--- src/rtl/ura_pkg.sv ---
// Shared types and constants for the ultrasonic range averager.
package ura_pkg;

  localparam int unsigned Samples      = 8;
  localparam int unsigned SampleBits   = 4;
  localparam int unsigned TickBits     = 24;
  localparam int unsigned CmBits       = 19;
  localparam int unsigned FracBits     = 10;
  localparam int unsigned SumBits      = 22;
  localparam int unsigned TimerBits    = 8;
  localparam int unsigned CfgIdxBits   = 1;
  localparam int unsigned CfgDataBits  = 8;
  localparam int unsigned InDataBits   = 8;
  localparam int unsigned OutDataBits  = 32;

  localparam logic [FracBits-1:0] CmPerTick  = FracBits'(17);
  localparam logic [FracBits:0]   TicksPerCm = (FracBits + 1)'(1000);

  localparam logic [TimerBits-1:0] TriggerReset = TimerBits'(20);
  localparam logic [TimerBits-1:0] SettleReset  = TimerBits'(10);

  localparam logic [CfgIdxBits-1:0] RegTriggerTicks = CfgIdxBits'(0);
  localparam logic [CfgIdxBits-1:0] RegSettleTicks  = CfgIdxBits'(1);

  typedef enum logic [2:0] {
    PhIdle   = 3'd0,
    PhTrig   = 3'd1,
    PhSettle = 3'd2,
    PhWait   = 3'd3,
    PhMeas   = 3'd4
  } phase_e;

  typedef struct packed {
    logic               trigger;
    logic               busy_res;
    logic               done_res;
    logic [SumBits-1:0] distance_eighths;
  } result_t;

endpackage

--- src/rtl/ultrasonic_range_averager.sv ---
// Ultrasonic ranger controller that averages eight echo measurements.
//
// The input stream carries one word per 1 us tick: tdata[0] is start_req and
// tdata[1] is the echo pin level. Every accepted input word yields exactly one
// output word: tdata[0] trigger, [1] busy_res, [2] done_res, [24:3]
// distance_eighths, and the upper bits are zero.
// A start request in idle runs eight trigger, settle, wait and measure cycles.
// The echo width is converted to centimeters incrementally while it is counted,
// so a tick is handled in a single pass with no multiplier.
// The output word is registered and is valid in the cycle after input acceptance,
// and one input word is accepted per cycle while the output side keeps up.
// A single output register separates the two sides: input is accepted when the
// output register is empty or is being drained in the same cycle.
// When the receiver stalls, the held output word stays stable and the input
// side stalls with it, so no tick is lost.
// Reset clears the phase, counters, sum and output valid, and restores the
// trigger length to 20 ticks and the settle time to 10 ticks.
// Configuration registers are written through cfg_we_i, cfg_idx_i, cfg_data_i
// and take effect on the next tick.
module ultrasonic_range_averager (
  input  logic                             clk_i,
  input  logic                             rst_ni,
  input  logic                             cfg_we_i,
  input  logic [ura_pkg::CfgIdxBits-1:0]   cfg_idx_i,
  input  logic [ura_pkg::CfgDataBits-1:0]  cfg_data_i,
  input  logic                             s_axis_tvalid,
  output logic                             s_axis_tready,
  // Fields from bit 0: start_req, echo, zero fill.
  input  logic [ura_pkg::InDataBits-1:0]   s_axis_tdata,
  output logic                             m_axis_tvalid,
  input  logic                             m_axis_tready,
  // Fields from bit 0: trigger, busy_res, done_res, distance_eighths, zero fill.
  output logic [ura_pkg::OutDataBits-1:0]  m_axis_tdata
);

  localparam int unsigned TickBits   = ura_pkg::TickBits;
  localparam int unsigned CmBits     = ura_pkg::CmBits;
  localparam int unsigned FracBits   = ura_pkg::FracBits;
  localparam int unsigned SumBits    = ura_pkg::SumBits;
  localparam int unsigned TimerBits  = ura_pkg::TimerBits;
  localparam int unsigned SampleBits = ura_pkg::SampleBits;

  logic [TimerBits-1:0]  trig_ticks_q, settle_ticks_q;
  ura_pkg::phase_e       phase_q, phase_d;
  logic [TimerBits-1:0]  timer_q, timer_d;
  logic [TickBits-1:0]   ticks_q, ticks_d;
  logic [CmBits-1:0]     cm_q, cm_d;
  logic [FracBits-1:0]   frac_q, frac_d;
  logic [SampleBits-1:0] idx_q, idx_d;
  logic [SumBits-1:0]    sum_q, sum_d;
  logic                  out_valid_q;
  ura_pkg::result_t      res_q, res_d;

  logic                  accept;
  logic                  start_req, echo;
  ura_pkg::phase_e       cur_phase;
  logic [TimerBits-1:0]  cur_timer;
  logic [SampleBits-1:0] cur_idx;
  logic [SumBits-1:0]    cur_sum;
  logic [FracBits:0]     frac_inc;
  logic [SumBits:0]      sum_add;
  logic [SampleBits-1:0] idx_inc;

  assign start_req     = s_axis_tdata[0];
  assign echo          = s_axis_tdata[1];
  assign s_axis_tready = !out_valid_q || m_axis_tready;
  assign accept        = s_axis_tvalid && s_axis_tready;
  assign m_axis_tvalid = out_valid_q;
  assign m_axis_tdata  = {{(ura_pkg::OutDataBits - SumBits - 3){1'b0}},
                          res_q.distance_eighths, res_q.done_res,
                          res_q.busy_res, res_q.trigger};

  always_ff @(posedge clk_i or negedge rst_ni) begin
    if (!rst_ni) begin
      trig_ticks_q   <= ura_pkg::TriggerReset;
      settle_ticks_q <= ura_pkg::SettleReset;
    end else if (cfg_we_i) begin
      case (cfg_idx_i)
        ura_pkg::RegTriggerTicks: trig_ticks_q   <= cfg_data_i;
        ura_pkg::RegSettleTicks:  settle_ticks_q <= cfg_data_i;
        default: ;
      endcase
    end
  end

  always_ff @(posedge clk_i or negedge rst_ni) begin
    if (!rst_ni) begin
      phase_q     <= ura_pkg::PhIdle;
      timer_q     <= '0;
      ticks_q     <= '0;
      cm_q        <= '0;
      frac_q      <= '0;
      idx_q       <= '0;
      sum_q       <= '0;
      out_valid_q <= 1'b0;
    end else begin
      if (accept) begin
        phase_q     <= phase_d;
        timer_q     <= timer_d;
        ticks_q     <= ticks_d;
        cm_q        <= cm_d;
        frac_q      <= frac_d;
        idx_q       <= idx_d;
        sum_q       <= sum_d;
        out_valid_q <= 1'b1;
      end else if (m_axis_tready) begin
        out_valid_q <= 1'b0;
      end
    end
  end

  always_ff @(posedge clk_i) begin
    if (accept) begin
      res_q <= res_d;
    end
  end

  always_comb begin
    cur_phase = phase_q;
    cur_timer = timer_q;
    cur_idx   = idx_q;
    cur_sum   = sum_q;
    if (phase_q == ura_pkg::PhIdle && start_req) begin
      cur_phase = ura_pkg::PhTrig;
      cur_timer = '0;
      cur_idx   = '0;
      cur_sum   = '0;
    end

    phase_d  = cur_phase;
    timer_d  = cur_timer;
    ticks_d  = ticks_q;
    cm_d     = cm_q;
    frac_d   = frac_q;
    idx_d    = cur_idx;
    sum_d    = cur_sum;
    res_d    = '0;
    frac_inc = {1'b0, frac_q} + {1'b0, ura_pkg::CmPerTick};
    sum_add  = {1'b0, cur_sum} + {{(SumBits + 1 - CmBits){1'b0}}, cm_q};
    idx_inc  = cur_idx + SampleBits'(1);

    case (cur_phase)
      ura_pkg::PhIdle: ;
      ura_pkg::PhTrig: begin
        res_d.trigger = 1'b1;
        if ({1'b0, cur_timer} + (TimerBits + 1)'(1) >= {1'b0, trig_ticks_q}) begin
          timer_d = '0;
          phase_d = (settle_ticks_q == '0) ? ura_pkg::PhWait : ura_pkg::PhSettle;
        end else begin
          timer_d = cur_timer + TimerBits'(1);
        end
      end
      ura_pkg::PhSettle: begin
        if ({1'b0, cur_timer} + (TimerBits + 1)'(1) >= {1'b0, settle_ticks_q}) begin
          timer_d = '0;
          phase_d = ura_pkg::PhWait;
        end else begin
          timer_d = cur_timer + TimerBits'(1);
        end
      end
      ura_pkg::PhWait: begin
        if (echo) begin
          ticks_d = TickBits'(1);
          cm_d    = '0;
          frac_d  = ura_pkg::CmPerTick;
          phase_d = ura_pkg::PhMeas;
        end
      end
      ura_pkg::PhMeas: begin
        if (echo) begin
          if (ticks_q != {TickBits{1'b1}}) begin
            ticks_d = ticks_q + TickBits'(1);
            if (frac_inc >= ura_pkg::TicksPerCm) begin
              frac_d = FracBits'(frac_inc - ura_pkg::TicksPerCm);
              cm_d   = cm_q + CmBits'(1);
            end else begin
              frac_d = frac_inc[FracBits-1:0];
            end
          end
        end else begin
          sum_d   = sum_add[SumBits] ? {SumBits{1'b1}} : sum_add[SumBits-1:0];
          ticks_d = '0;
          idx_d   = idx_inc;
          if ({28'd0, idx_inc} >= 32'(ura_pkg::Samples)) begin
            res_d.done_res         = 1'b1;
            res_d.distance_eighths = sum_d;
            phase_d                = ura_pkg::PhIdle;
          end else begin
            timer_d = '0;
            phase_d = ura_pkg::PhTrig;
          end
        end
      end
      default: phase_d = ura_pkg::PhIdle;
    endcase

    res_d.busy_res = (phase_d != ura_pkg::PhIdle);
  end

endmodule
--- config.mk ---
export PLATFORM = sky130hd
export DESIGN_NAME = ultrasonic_range_averager
export DESIGN_NICKNAME = d
export VERILOG_FILES = /design/src/rtl/ura_pkg.sv /design/src/rtl/ultrasonic_range_averager.sv
export SDC_FILE = /design/constraint.sdc
export NUM_CORES = 1
export LEC_CHECK = 0
export ABC_AREA = 1
export BUFFER_PORTS_ARGS = -buffer_cell sky130_fd_sc_hd__buf_2
export CAP_MARGIN = 20
export CORE_MARGIN = 4
export CORE_UTILIZATION = 50
export DETAILED_ROUTE_END_ITERATION = 10
export PLACE_DENSITY = 0.81
export SETUP_SLACK_MARGIN = 0.3
export SLEW_MARGIN = 15
export SYNTH_ARGS = -nofsm -noshare
export SYNTH_HDL_FRONTEND = slang
export SYNTH_SLANG_ARGS = --single-unit
--- constraint.sdc ---
create_clock -name clk_i -period 2.65 [get_ports clk_i]
set_input_delay 0.3975 -clock clk_i [delete_from_list [all_inputs] [get_ports clk_i]]
set_output_delay 0.3975 -clock clk_i [all_outputs]
set_load 0.1 [all_outputs]
==> impl_summary.txt <==
----------------------------------------------------
[Detailed routing]
  Count of TritonRoute iterations in the first routing pass ... 8
  Mean routed wirelength per cell ... approximately 19 um
  Via count normalized by instance count ... between 5 and 6
  Antenna-violating nets left ... 0
  DRT iter0 DRCs ... roughly 1200
  Drt drc ... 0
  Overall routed net length ... 30300 um
  Total via count after detailed routing ... 9548

[GRT]
  Via count of the first global-routing pass ... between 8000 and 9000
  Aggregate global routing overflow ... 0
  Number of antenna violations at the first check in global routing ... 0
  Wire length of the first global-routing pass ... between 40000 and 50000 um
  All-layer global routing usage ... 25.8%
  Pin count of the biggest net entering global routing ... 66

[Placement]
  Final weighted congestion of routability-driven global placement ... 0.901
  Number of input and output port buffers inserted ... 42
  Hpwl dp ... 16400 um

[Timing]
  Post-layout min period ... 3.15 ns
  Final number of setup-violating endpoints ... 55
  Transition at the pin with the smallest max-transition slack ... 0.889 ns
  Headroom to the max-slew limit ... 40.7%
  Final setup slack of the worst path ... -0.501 ns
  RSZ-0062 raised after global routing ... true
  Post-route clock skew ... 0.00778 ns
  TNS Setup ... -12.90 ns
  Achievable Freq ... between 300 and 400 MHz
  Pins over their slew limit ... 0
  Post-route clock period utilization ... 119%
  Number of hold-slack violations in the final timing report ... 0

[Logic synthesis]
  Fraction of the mapped netlist area in compound gates ... 12.0%
  Most used flip-flop cell after synthesis ... dfrtp_1
  Dominant combinational cell family by area after synthesis ... simple AND/OR/NAND/NOR gates
  Portion of the post-synthesis area used by sequential elements ... approximately two fifths
  Top cells by area, synth ... dfrtp_1 29%, nand2_1 12%, edfxtp_1 8.5%, inv_1 6.3%, ha_1 5.9%
  Cell type contributing the most total cell area after synthesis ... dfrtp_1
  Post-synth EDFFs ... 25
  Area share of fa/ha/maj cells after synthesis ... 6.17%
  Xor-xnor portion of the synthesized cell area ... 4.56%
  Netlist area before placement ... 8840 sq um
  Synth warn ... 0
  Top cell type's share of synthesized area ... approximately 30%
  Share of flip-flops with an asynchronous set or reset ... 81.1%
  Number of distinct library cells after synthesis ... 49
  Total of flip-flops plus latches after synthesis ... 132
  Proportion of synthesized area in mux cells ... 0%
  Synth Area per Inst ... 7.39 sq um
  Syn Inst Count ... 1195
  Simple-Gate Fraction of Synth Area ... 29.1%

[Floorplanning]
  Height of the die ... 141 um
  Standard-cell row count ... 48
  Initial Utilization ... 51.1%
  Floorplan die area ... 19900 sq um
  Core Box Area ... 17300 sq um
  Die Width ... 141 um
  IO Pins ... 56

[Worst setup path]
  Critical Path AT ... 3.47 ns
  Critical Path Sink Type ... register
  Critical Path Fanout Max ... 8
  Classification of the worst setup path ... register to register
  CP Launch Type ... register
  Worst Path Required ... 2.97 ns

[Power]
  PwrDens ... slightly above 1000 nW/um^2
  Total chip power ... 12.3 mW
  Maximum vdd drop ... 0.000693 V
  Leakage ... 5.63 nW

[Clock network]
  Later-pin clock latency in the skew report ... 0.44 ns
  Hold-fix buffers at CTS ... 0
  CTS Sinks ... approximately 130
  TritonCTS clock tree ... done
  Clock-pin transition on the worst setup and hold timing paths ... 0.06 ns
  Master cell of the clock root buffer ... clkbuf_16
  CTS H-tree depth ... 4
  Number of buffers between clock root and the deepest sink ... 2
  Number of CTS-inserted buffers ... 17

[Layout]
  Area Overhead vs Synth ... 35.4%
  Diode count ... 0
  Most common cell after layout, fill and taps aside ... nand2_1
  NumNets Final ... roughly 1400
  Most frequent cells in the layout ... 253 x nand2_1, 141 x inv_1, 122 x buf_4
  Fraction of layout cells with a size suffix above 1 ... between 30% and 40%

[Outcome]
  Violations in the final reports ... setup timing
  Run status ... complete, but fails checks

[Worst hold path]
  Hold Path Class ... primary input to asynchronous set/reset pin

[Flow run]
  Count of maximum capacitance violations ... 0

----------------------------------------------------
==> power breakdown <==
part	leakage [nW]	internal, mW	switching [mW]
logic	3.70	2.72	3.99
registers	1.63	2.58	0.566
clock network	0.303	1.51	0.970
total	5.63	6.81	5.53
==> cell usage after synthesis, types with 5 or more instances <==
| cell | n |
|---|---|
| clkbuf_1 | 19 |
| xnor2_1 | 17 |
| o21ai_1 | 12 |
| xor2_1 | 29 |
| o21ai_2 | 7 |
| nor3_2 | 5 |
| dfrtp_1 | 103 |
| nand2_2 | 11 |
| inv_1 | 149 |
| nor3_1 | 20 |
| edfxtp_1 | 25 |
| nor4_1 | 8 |
| ha_1 | 42 |
| nand4_1 | 32 |
| o21ai_0 | 81 |
| a21oi_1 | 65 |
| nand3_1 | 72 |
| nand2_1 | 293 |
| buf_2 | 10 |
| nor2_1 | 122 |
| buf_4 | 7 |
| inv_2 | 11 |
| o21a_1 | 6 |
==> final cells by class <==
cell class / count / area, sq um
clock buffer: 18 / 439
fill: 1106 / 5330
timing repair buffer: 180 / 1360
sequential: 132 / 3440
inverter: 160 / 617
clock inverter: 14 / 174
tap: 225 / 282
multi-input combinational: 874 / 5660
timing repair inverter: 1 / 5.00
==> kinds of logic (layout without fill, tap and decap cells) <==
group,after synthesis,in the layout
adder cells (fa/ha/maj),43,43
buffers and inverters,199,373
flip-flops,132,132
AND/OR/NAND/NOR,582,586
XOR/XNOR,46,46
other,1,7
AO/OA/AOI/OAI,192,192
==> worst paths after layout <==
kind                                from                end  slack, ns  cells after the start
setup / recovery              phase_q[1]         timer_q[1]      -0.50                     19
max in group asynchronous         rst_ni           sum_q[8]       1.87                      2
min in group clk_i         cfg_data_i[3]  settle_ticks_q[3]       0.19                      3
hold / removal                    rst_ni        ticks_q[17]      0.009                      1
setup reg to reg              phase_q[1]         timer_q[1]      -0.50                     19
hold reg to reg                sum_q[16]          sum_q[16]       0.48                      2
==> routing by layer <==
metal	part of all wire [%]	global-route usage [%]	vias to the layer above
met5	0	0	-
met4	7.0	10.6	0
met3	9.8	4.51	198
met2	46	44.2	707
met1	37	32.5	4415
li1	-	-	4228
==> metrics by stage <==
stage | util, % | hold WS [ns] | std cells | setup WS, ns | area (sq um)
after floorplan | - | 0.102 | 1201 | -0.109 | 8980
after CTS | 64.1 | 0.0229 | 1580 | -0.164 | 11100
after global placement | 58.2 | 0.463 | 1534 | -0.249 | 10100
final | 69.2 | 0.00857 | 1604 | -0.501 | 12000
after detailed placement | 58.2 | 0.466 | 1534 | -0.396 | 10100
after global routing | 69.2 | 0.0525 | 1604 | -0.595 | 12000
==> registers in the layout, summed over array words and instances, names as in the netlist <==
| signal | flops |
|---|---|
| cm_q | 19 |
| frac_q | 10 |
| idx_q | 4 |
| m_axis_tdata | 25 |
| m_axis_tvalid | 1 |
| phase_q | 3 |
| settle_ticks_q | 8 |
| sum_q | 22 |
| ticks_q | 24 |
| timer_q | 8 |
| trig_ticks_q | 8 |
==> what timing repair did <==
item                                    CTS  global route
gates cloned                              3             2
resized for setup                        58           141
endpoints found under the setup margin   74            85
setup buffers                            11            22
pin swaps                                25            53
==> worst max-delay path, cell delays in order (launching register included) <==
cell and delay (ns):
dfrtp_1 0.39, nor2_4 0.06, nand2_4 0.12, inv_6 0.06
nor2_4 0.20, ha_4 0.19, nand3_4 0.08, nor2_4 0.21
xor2_4 0.14, ha_4 0.32, nand4_1 0.13, buf_4 0.18
buf_6 0.11, nor3_2 0.17, nor2_1 0.11, nand3_1 0.11
nand2_2 0.07, buf_12 0.15, a21oi_2 0.15, nor2_1 0.07
Note: power is estimated with default switching activity, not from simulation.
